[src/design/rfcd_pkg.sv]
// ----------------------------------------------------------------------------
// rfcd_pkg
// Shared constants and types for the remote frame channel decoder.
// ----------------------------------------------------------------------------
package rfcd_pkg;

    localparam int FRAME_BYTES = 18;
    localparam int POS_W       = $clog2(FRAME_BYTES + 1);
    localparam int IDX_W       = $clog2(FRAME_BYTES);

    localparam int BYTE_W      = 8;
    localparam int CH_W        = 11;
    localparam int SW_W        = 2;
    localparam int NUM_CH      = 4;
    localparam int CFG_IDX_W   = 1;

    // fixed byte positions inside a frame
    localparam int SW_BYTE_IDX   = 5;
    localparam int WHEEL_LO_IDX  = 16;
    localparam int WHEEL_HI_IDX  = 17;

    // configuration register indexes
    localparam logic [CFG_IDX_W-1:0] CFG_CH_MIN = 1'b0;
    localparam logic [CFG_IDX_W-1:0] CFG_CH_MAX = 1'b1;

    localparam logic [CH_W-1:0] CH_MIN_RESET = 11'd364;
    localparam logic [CH_W-1:0] CH_MAX_RESET = 11'd1684;
    localparam logic [CH_W-1:0] CH_RESET     = 11'd1024;
    localparam logic [SW_W-1:0] SW_UP        = 2'd1;
    localparam logic [SW_W-1:0] SW_NONE      = 2'd0;

    // frame bytes the decoder looks at
    typedef struct packed {
        logic [BYTE_W-1:0] b0;
        logic [BYTE_W-1:0] b1;
        logic [BYTE_W-1:0] b2;
        logic [BYTE_W-1:0] b3;
        logic [BYTE_W-1:0] b4;
        logic [BYTE_W-1:0] b5;
        logic [BYTE_W-1:0] b16;
        logic [BYTE_W-1:0] b17;
    } t_frame_view;

    typedef struct packed {
        logic [NUM_CH-1:0][CH_W-1:0] ch;
        logic [SW_W-1:0]             sw_l;
        logic [SW_W-1:0]             sw_r;
        logic [CH_W-1:0]             wheel;
        logic                        pass;
    } t_decoded;

endpackage

[src/design/rfcd_frame_store.sv]
// ----------------------------------------------------------------------------
// rfcd_frame_store
// Byte position counter and frame byte registers; presents the bytes the
// decoder needs, with the beat being written overlaid on the stored copy.
// ----------------------------------------------------------------------------
module rfcd_frame_store (
    input  logic                        i_clk,
    input  logic                        i_rst_n,
    input  logic                        i_wr,
    input  logic                        i_frame_start,
    input  logic [rfcd_pkg::BYTE_W-1:0] i_data_byte,
    output logic                        o_last,
    output rfcd_pkg::t_frame_view       o_view
);
    import rfcd_pkg::*;

    logic [POS_W-1:0]  r_pos;
    logic [POS_W-1:0]  w_pos_eff;
    logic              w_in_range;
    logic [IDX_W-1:0]  w_idx;
    logic [BYTE_W-1:0] r_store [FRAME_BYTES];

    function automatic logic [BYTE_W-1:0] pick(input logic [IDX_W-1:0] k);
        logic hit;
        hit = w_in_range && (w_idx == k);
        return hit ? i_data_byte : r_store[k];
    endfunction

    assign w_pos_eff  = i_frame_start ? '0 : r_pos;
    assign w_in_range = (w_pos_eff < POS_W'(FRAME_BYTES));
    assign w_idx      = w_pos_eff[IDX_W-1:0];
    assign o_last     = (w_pos_eff == POS_W'(FRAME_BYTES - 1));

    always_ff @(posedge i_clk) begin
        if (!i_rst_n) begin
            r_pos <= '0;
        end else if (i_wr) begin
            // saturates at FRAME_BYTES until the next start flag
            r_pos <= w_in_range ? w_pos_eff + POS_W'(1) : w_pos_eff;
        end
    end

    always_ff @(posedge i_clk) begin
        if (i_wr && w_in_range) begin
            r_store[w_idx] <= i_data_byte;
        end
    end

    always_comb begin
        o_view.b0  = pick(IDX_W'(0));
        o_view.b1  = pick(IDX_W'(1));
        o_view.b2  = pick(IDX_W'(2));
        o_view.b3  = pick(IDX_W'(3));
        o_view.b4  = pick(IDX_W'(4));
        o_view.b5  = pick(IDX_W'(SW_BYTE_IDX));
        o_view.b16 = pick(IDX_W'(WHEEL_LO_IDX));
        o_view.b17 = pick(IDX_W'(WHEEL_HI_IDX));
    end

endmodule

[src/design/rfcd_unpack.sv]
// ----------------------------------------------------------------------------
// rfcd_unpack
// Unpacks stick channels, switches and wheel from a frame and runs the
// range and switch checks.
// ----------------------------------------------------------------------------
module rfcd_unpack (
    input  rfcd_pkg::t_frame_view     i_view,
    input  logic [rfcd_pkg::CH_W-1:0] i_ch_min,
    input  logic [rfcd_pkg::CH_W-1:0] i_ch_max,
    output rfcd_pkg::t_decoded        o_dec
);
    import rfcd_pkg::*;

    logic [NUM_CH-1:0] w_ch_ok;

    always_comb begin
        o_dec.ch[0] = {i_view.b1[2:0], i_view.b0};
        o_dec.ch[1] = {i_view.b2[5:0], i_view.b1[7:3]};
        o_dec.ch[2] = {i_view.b4[0], i_view.b3, i_view.b2[7:6]};
        o_dec.ch[3] = {i_view.b5[3:0], i_view.b4[7:1]};
        o_dec.sw_l  = i_view.b5[7:6];
        o_dec.sw_r  = i_view.b5[5:4];
        o_dec.wheel = {i_view.b17[2:0], i_view.b16};

        for (int k = 0; k < NUM_CH; k++) begin
            w_ch_ok[k] = (o_dec.ch[k] >= i_ch_min) && (o_dec.ch[k] <= i_ch_max);
        end

        o_dec.pass = (&w_ch_ok) && (o_dec.sw_l != SW_NONE) && (o_dec.sw_r != SW_NONE);
    end

endmodule

[src/design/remote_frame_channel_decoder_top.sv]
// ----------------------------------------------------------------------------
// remote_frame_channel_decoder_top
// Receiver frame decoder: collects frame bytes, unpacks and checks channels
// on the last byte, and holds the last good values.
//
//   channel   direction  handshake                    payload
//   input     in         i_valid / o_stall            i_data_byte, i_frame_start
//   result    out        o_valid / i_stall            held channels, switches,
//                                                     wheel, o_accepted
//   config    in         i_cfg_valid / o_cfg_ready    i_cfg_index, i_cfg_data
//
// One byte per cycle while o_stall is low. The last byte of a frame is unpacked
// and checked in the same cycle; its result beat is registered and shows in the next cycle.
// Synchronous active-low reset restores held values, bounds and position.
// o_stall rises only when a frame-completing byte meets a result beat that
// is still stalled; all other bytes are taken regardless. Config always ready.
// ----------------------------------------------------------------------------
module remote_frame_channel_decoder_top (
    input  logic                           i_clk,
    input  logic                           i_rst_n,
    // input bytes
    input  logic                           i_valid,
    output logic                           o_stall,
    input  logic [rfcd_pkg::BYTE_W-1:0]    i_data_byte,
    input  logic                           i_frame_start,
    // results
    output logic                           o_valid,
    input  logic                           i_stall,
    output logic [rfcd_pkg::CH_W-1:0]      o_right_horizontal,
    output logic [rfcd_pkg::CH_W-1:0]      o_right_vertical,
    output logic [rfcd_pkg::CH_W-1:0]      o_left_horizontal,
    output logic [rfcd_pkg::CH_W-1:0]      o_left_vertical,
    output logic [rfcd_pkg::SW_W-1:0]      o_left_switch,
    output logic [rfcd_pkg::SW_W-1:0]      o_right_switch,
    output logic [rfcd_pkg::CH_W-1:0]      o_wheel,
    output logic                           o_accepted,
    // configuration
    input  logic                           i_cfg_valid,
    output logic                           o_cfg_ready,
    input  logic [rfcd_pkg::CFG_IDX_W-1:0] i_cfg_index,
    input  logic [rfcd_pkg::CH_W-1:0]      i_cfg_data
);
    import rfcd_pkg::*;

    logic                        r_out_valid;
    logic                        r_accepted;
    logic [NUM_CH-1:0][CH_W-1:0] r_held_ch;
    logic [SW_W-1:0]             r_held_sw_l;
    logic [SW_W-1:0]             r_held_sw_r;
    logic [CH_W-1:0]             r_held_wheel;
    logic [CH_W-1:0]             r_ch_min;
    logic [CH_W-1:0]             r_ch_max;

    logic        w_last;
    logic        w_in_acc;
    logic        w_load;
    logic        w_out_acc;
    t_frame_view w_view;
    t_decoded    w_dec;

    // only a completing byte needs the result register free
    assign o_stall   = r_out_valid && i_stall && w_last;
    assign w_in_acc  = i_valid && !o_stall;
    assign w_load    = w_in_acc && w_last;
    assign w_out_acc = r_out_valid && !i_stall;

    rfcd_frame_store u_store (
        .i_clk         (i_clk),
        .i_rst_n       (i_rst_n),
        .i_wr          (w_in_acc),
        .i_frame_start (i_frame_start),
        .i_data_byte   (i_data_byte),
        .o_last        (w_last),
        .o_view        (w_view)
    );

    rfcd_unpack u_unpack (
        .i_view   (w_view),
        .i_ch_min (r_ch_min),
        .i_ch_max (r_ch_max),
        .o_dec    (w_dec)
    );

    // held values double as the result register
    always_ff @(posedge i_clk) begin
        if (!i_rst_n) begin
            r_out_valid  <= 1'b0;
            r_accepted   <= 1'b0;
            r_held_ch    <= {NUM_CH{CH_RESET}};
            r_held_sw_l  <= SW_UP;
            r_held_sw_r  <= SW_UP;
            r_held_wheel <= CH_RESET;
        end else if (w_load) begin
            r_out_valid <= 1'b1;
            r_accepted  <= w_dec.pass;
            if (w_dec.pass) begin
                r_held_ch    <= w_dec.ch;
                r_held_sw_l  <= w_dec.sw_l;
                r_held_sw_r  <= w_dec.sw_r;
                r_held_wheel <= w_dec.wheel;
            end
        end else if (w_out_acc) begin
            r_out_valid <= 1'b0;
        end
    end

    assign o_cfg_ready = 1'b1;

    always_ff @(posedge i_clk) begin
        if (!i_rst_n) begin
            r_ch_min <= CH_MIN_RESET;
            r_ch_max <= CH_MAX_RESET;
        end else if (i_cfg_valid && o_cfg_ready) begin
            unique case (i_cfg_index)
                CFG_CH_MIN: r_ch_min <= i_cfg_data;
                CFG_CH_MAX: r_ch_max <= i_cfg_data;
                default: ;
            endcase
        end
    end

    assign o_valid            = r_out_valid;
    assign o_right_horizontal = r_held_ch[0];
    assign o_right_vertical   = r_held_ch[1];
    assign o_left_horizontal  = r_held_ch[2];
    assign o_left_vertical    = r_held_ch[3];
    assign o_left_switch      = r_held_sw_l;
    assign o_right_switch     = r_held_sw_r;
    assign o_wheel            = r_held_wheel;
    assign o_accepted         = r_accepted;

    // ------------------------------------------------------------------------
    // assertions
    // ------------------------------------------------------------------------
    a_stall_needs_pending: assert property (@(posedge i_clk) disable iff (!i_rst_n)
        o_stall |-> o_valid)
        else $error("input stalled with no pending result beat");

    a_accept_switches: assert property (@(posedge i_clk) disable iff (!i_rst_n)
        (o_valid && o_accepted) |-> (o_left_switch != SW_NONE && o_right_switch != SW_NONE))
        else $error("accepted frame carries a zero switch code");

    a_held_stable: assert property (@(posedge i_clk) disable iff (!i_rst_n)
        !w_load |=> ($stable(o_right_horizontal) && $stable(o_left_vertical)
                     && $stable(o_wheel) && $stable(o_left_switch)))
        else $error("held values changed without a completed frame");

    a_reject_keeps: assert property (@(posedge i_clk) disable iff (!i_rst_n)
        (w_load && !w_dec.pass) |=> (!o_accepted && $stable(o_right_vertical)
                                     && $stable(o_right_switch)))
        else $error("rejected frame altered held values");

endmodule
[config.mk]
export PLATFORM = sky130hd
export DESIGN_NAME = remote_frame_channel_decoder_top
export DESIGN_NICKNAME = d
export VERILOG_FILES = /design/src/design/rfcd_pkg.sv /design/src/design/rfcd_frame_store.sv /design/src/design/rfcd_unpack.sv /design/src/design/remote_frame_channel_decoder_top.sv
export SDC_FILE = /design/constraint.sdc
export NUM_CORES = 1
export LEC_CHECK = 0
export ABC_CLOCK_PERIOD_IN_PS = 6660
export BUFFER_PORTS_ARGS = -buffer_cell sky130_fd_sc_hd__clkbuf_2
export CORE_MARGIN = 3
export CORE_UTILIZATION = 50
export CTS_CLUSTER_DIAMETER = 80
export CTS_CLUSTER_SIZE = 28
export DETAILED_ROUTE_END_ITERATION = 8
export PLACE_DENSITY = 0.71
export SLEW_MARGIN = 15
export SYNTH_ARGS = -nofsm -noshare
export SYNTH_HDL_FRONTEND = slang
export SYNTH_HIERARCHICAL = 1
export SYNTH_SLANG_ARGS = --single-unit
export TNS_END_PERCENT = 1
[constraint.sdc]
create_clock -name i_clk -period 6.66 [get_ports i_clk]
set_clock_uncertainty 0.1 [all_clocks]
set_input_delay 0.999 -clock i_clk [delete_from_list [all_inputs] [get_ports i_clk]]
set_output_delay 0.999 -clock i_clk [all_outputs]
set_load 0.005 [all_outputs]
==> impl_metrics.csv <==
group,metric,value,unit
status,status,"finished clean",
global_route,grt_first_pass_wirelength,30.5,mm
power,power_leakage,0.00374,uW
power,ir_drop,0.181,mV
clock_tree,htreeDepth,4,
worst_setup_path,crit_top_cell,"a21oi_1",
hold_path,min_from,"o_wheel[9]$_SDFFE_PN0P_",
logic_synthesis,synth_nets,954,
run,cap_violations,0,
global_route,met2_usage,33.9,%
global_route,grtUsageMet3,5.19,%
sta,fin_setup_tns,0,ns
place,gp_congestion,0.958,
logic_synthesis,synthesis.area,0.00862,mm^2
power,power_frac_clock,45.2,%
clock_tree,cts_inserted_buffers,17,
place,dp_hpwl,14.0,mm
clock_tree,holdBufCountCts,0,
sta,slew_violations,0,
finish,syn2layout_area_growth,7.26,%
route,wl_per_cell,18.0,um
logic_synthesis,yosys_warnings,6,
power,powerDensity,227,mW/mm^2
worst_setup_path,cpPeakStageDelay,0.62,ns
worst_setup_path,r2r-start,"u_store/r_pos[0]$_SDFFE_PN0P_",
worst_setup_path,worst_r2r_endpoint,"o_left_vertical[2]$_SDFFE_PN0P_",
sta,setup_slack,2.13,ns
clock_tree,clk_latency,0.42,ns
worst_setup_path,worst_path_max_delay_cell,"nor2b_1",
sta,rsz0062_at_grt,"false",
sta,fmax,221,MHz
global_route,use_met1,28.2,%
power,combinationalPowerShare,9.2,%
worst_setup_path,required,6.91,ns
finish,layout.nets,969,
worst_setup_path,cp-end-kind,"register",
place,preCtsSetupSlack,1.80,ns
clock_tree,clk_pin_slew,0.06,ns
sta,fin_crit,4.53,ns
sta,finalSetupViolCount,0,
finish,layout.cells.non_filler,1088,
route,drtIter0Drc,438,
die,start_util,51.6,%
die,die_area,0.0189,mm^2
route,via_count,6056,
global_route,grt_pass1_vias,5734,
finish,drive_above_1_share,22.6,%
route,drcViolationCount,0,
place,place_area,0.00866,mm^2
clock_tree,cts_resized,0,
hold_path,min_path_type,"register to register",
global_route,grt_remaining_overflow,0,
sta,fin_crit_sh,68.0,%
global_route,grtUsageTotal,21.3,%
die,core.rowCount,47,
finish,diodes,0,
clock_tree,cts_tree,"done",
global_route,grt_start_max_net_pins,80,
die,die_h,137,um
sta,max_slew_margin,28.1,%
worst_setup_path,rr_worst_depth,13,
worst_setup_path,crit_type,"register to register",
global_route,top_usage_layer,"met2",
power,swShare,25.4,%
die,die_w,137,um
route,vias_per_cell,5.57,
logic_synthesis,synth_cells,840,
power,p_int,1570,uW
place,port_buffers,87,
sta,hold_viol,0,
hold_path,min_path_cells,2,
worst_setup_path,cp_cell_sequence,"nor2b_1, nand2_2, mux2_2, ha_1, a21oi_1, o21a_1, or4b_1, a21oi_1, o311ai_1, nor4_2, and4_4, buf_12, mux2i_1",
worst_setup_path,cp-start-kind,"register",
global_route,antenna_found_initial,0,
sta,worst_pin_slew,1.07,ns
power,switchingPower,534,uW
route,dr.pass1.iters,5,
hold_path,worst_hold_path.endpoint,"o_wheel[9]$_SDFFE_PN0P_",
logic_synthesis,syn_area_per_cell,10.3,um^2
die,coreArea,0.0167,mm^2
worst_setup_path,regToRegSetupSlack,2.13,ns
worst_setup_path,arrival,4.78,ns
route,drt_wl_total,19.6,mm
power,sequentialPowerShare,45.6,%
finish,postLayoutCellArea,0.00925,mm^2
route,ant_nets,0,
clock_tree,cts_setup_buffers,0,
clock_tree,cts_buffer_depth,2,
power,p_total,2100,uW
worst_setup_path,crit_fanout,60,
place,place_inst,1056,
clock_tree,numClockSinks,147,
die,ios,89,
clock_tree,root_buffer,"clkbuf_16",
## area by class of cell
type / instances / area [um^2]
Fill cell: 1472 / 7450
Multi-Input combinational cell: 570 / 4270
Sequential cell: 147 / 3530
Timing Repair Buffer: 89 / 465
Clock buffer: 18 / 450
Tap cell: 220 / 275
Clock inverter: 14 / 141
Inverter: 30 / 113
## worst max path at each step
stage	from	endpoint	slack (ns)
6_report	u_store/r_pos[0]$_SDFFE_PN0P_	o_left_vertical[2]$_SDFFE_PN0P_	2.13
5_1_grt	u_store/r_pos[0]$_SDFFE_PN0P_	o_left_vertical[1]$_SDFFE_PN0P_	1.90
4_1_cts	u_store/r_pos[0]$_SDFFE_PN0P_	o_left_vertical[2]$_SDFFE_PN0P_	2.21
3_5_place_dp	i_frame_start	o_left_vertical[2]$_SDFFE_PN0P_	1.80
3_3_place_gp	i_frame_start	o_left_vertical[5]$_SDFFE_PN0P_	1.88
2_1_floorplan	i_frame_start	o_left_horizontal[9]$_SDFFE_PN0P_	2.37
## worst max-delay path: cells and delay by family (launching register included)
kind	cells	cell delay, ns
adder cells (fa/ha/maj)	1	0.32
AO/OA/AOI/OAI	4	0.58
AND/OR/NAND/NOR	5	1.93
flip-flops	1	0.44
multiplexers	2	0.64
buffers and inverters	1	0.32
## cells in the final DEF, fill, tap and decap left out, drive strengths merged, types with 2 or more instances in the layout
| cell type | instances |
|---|---|
| mux2 | 59 |
| clkinv | 4 |
| a21boi | 13 |
| nor4 | 3 |
| edfxtp | 59 |
| nor2b | 19 |
| o21ai | 13 |
| a211oi | 12 |
| nand4 | 15 |
| ha | 88 |
| a21oi | 30 |
| a21o | 4 |
| nand3b | 4 |
| a2111oi | 2 |
| nor3 | 4 |
| o2111ai | 2 |
| nand2b | 6 |
| nand2 | 164 |
| clkbuf | 104 |
| o21a | 3 |
| nand3 | 18 |
| o31ai | 2 |
| a211o | 2 |
| and3 | 2 |
| inv | 37 |
| clkinvlp | 2 |
| a31oi | 4 |
| nor2 | 24 |
| dfxtp | 88 |
| buf | 3 |
| mux2i | 59 |
| nor4b | 3 |
## through the flow
stage | hold WS, ns | util [%]
after detailed placement | 0.346 | 51.8
final | 0.354 | 55.4
after floorplan | 0.339 | -
after global placement | 0.343 | 51.8
after CTS | 0.358 | 55.4
after global routing | 0.366 | 55.4
## registers in the layout, indices dropped and copies added, names as in the netlist, 2 cells and up
signal              flops
o_right_switch          2
r_ch_max               11
o_right_vertical       11
o_left_switch           2
o_left_horizontal      11
o_wheel                11
r_ch_min               11
u_store/r_store        59
o_left_vertical        11
u_store/r_pos           5
o_right_horizontal     11
## metal layers
metal,up-vias,wire length [um]
li1,2951,-
met1,2893,8840
met2,174,8960
met3,38,1150
met4,0,617
met5,-,0
## power groups by stage
stage / registers [uW] / logic (uW) / clock network, uW
6_report: 957 / 194 / 949
4_1_cts: 956 / 193 / 965
2_1_floorplan: 973 / 142 / 0
3_3_place_gp: 975 / 188 / 0
3_5_place_dp: 976 / 192 / 0
5_1_grt: 957 / 218 / 999
(Power assumes the default switching activity.)
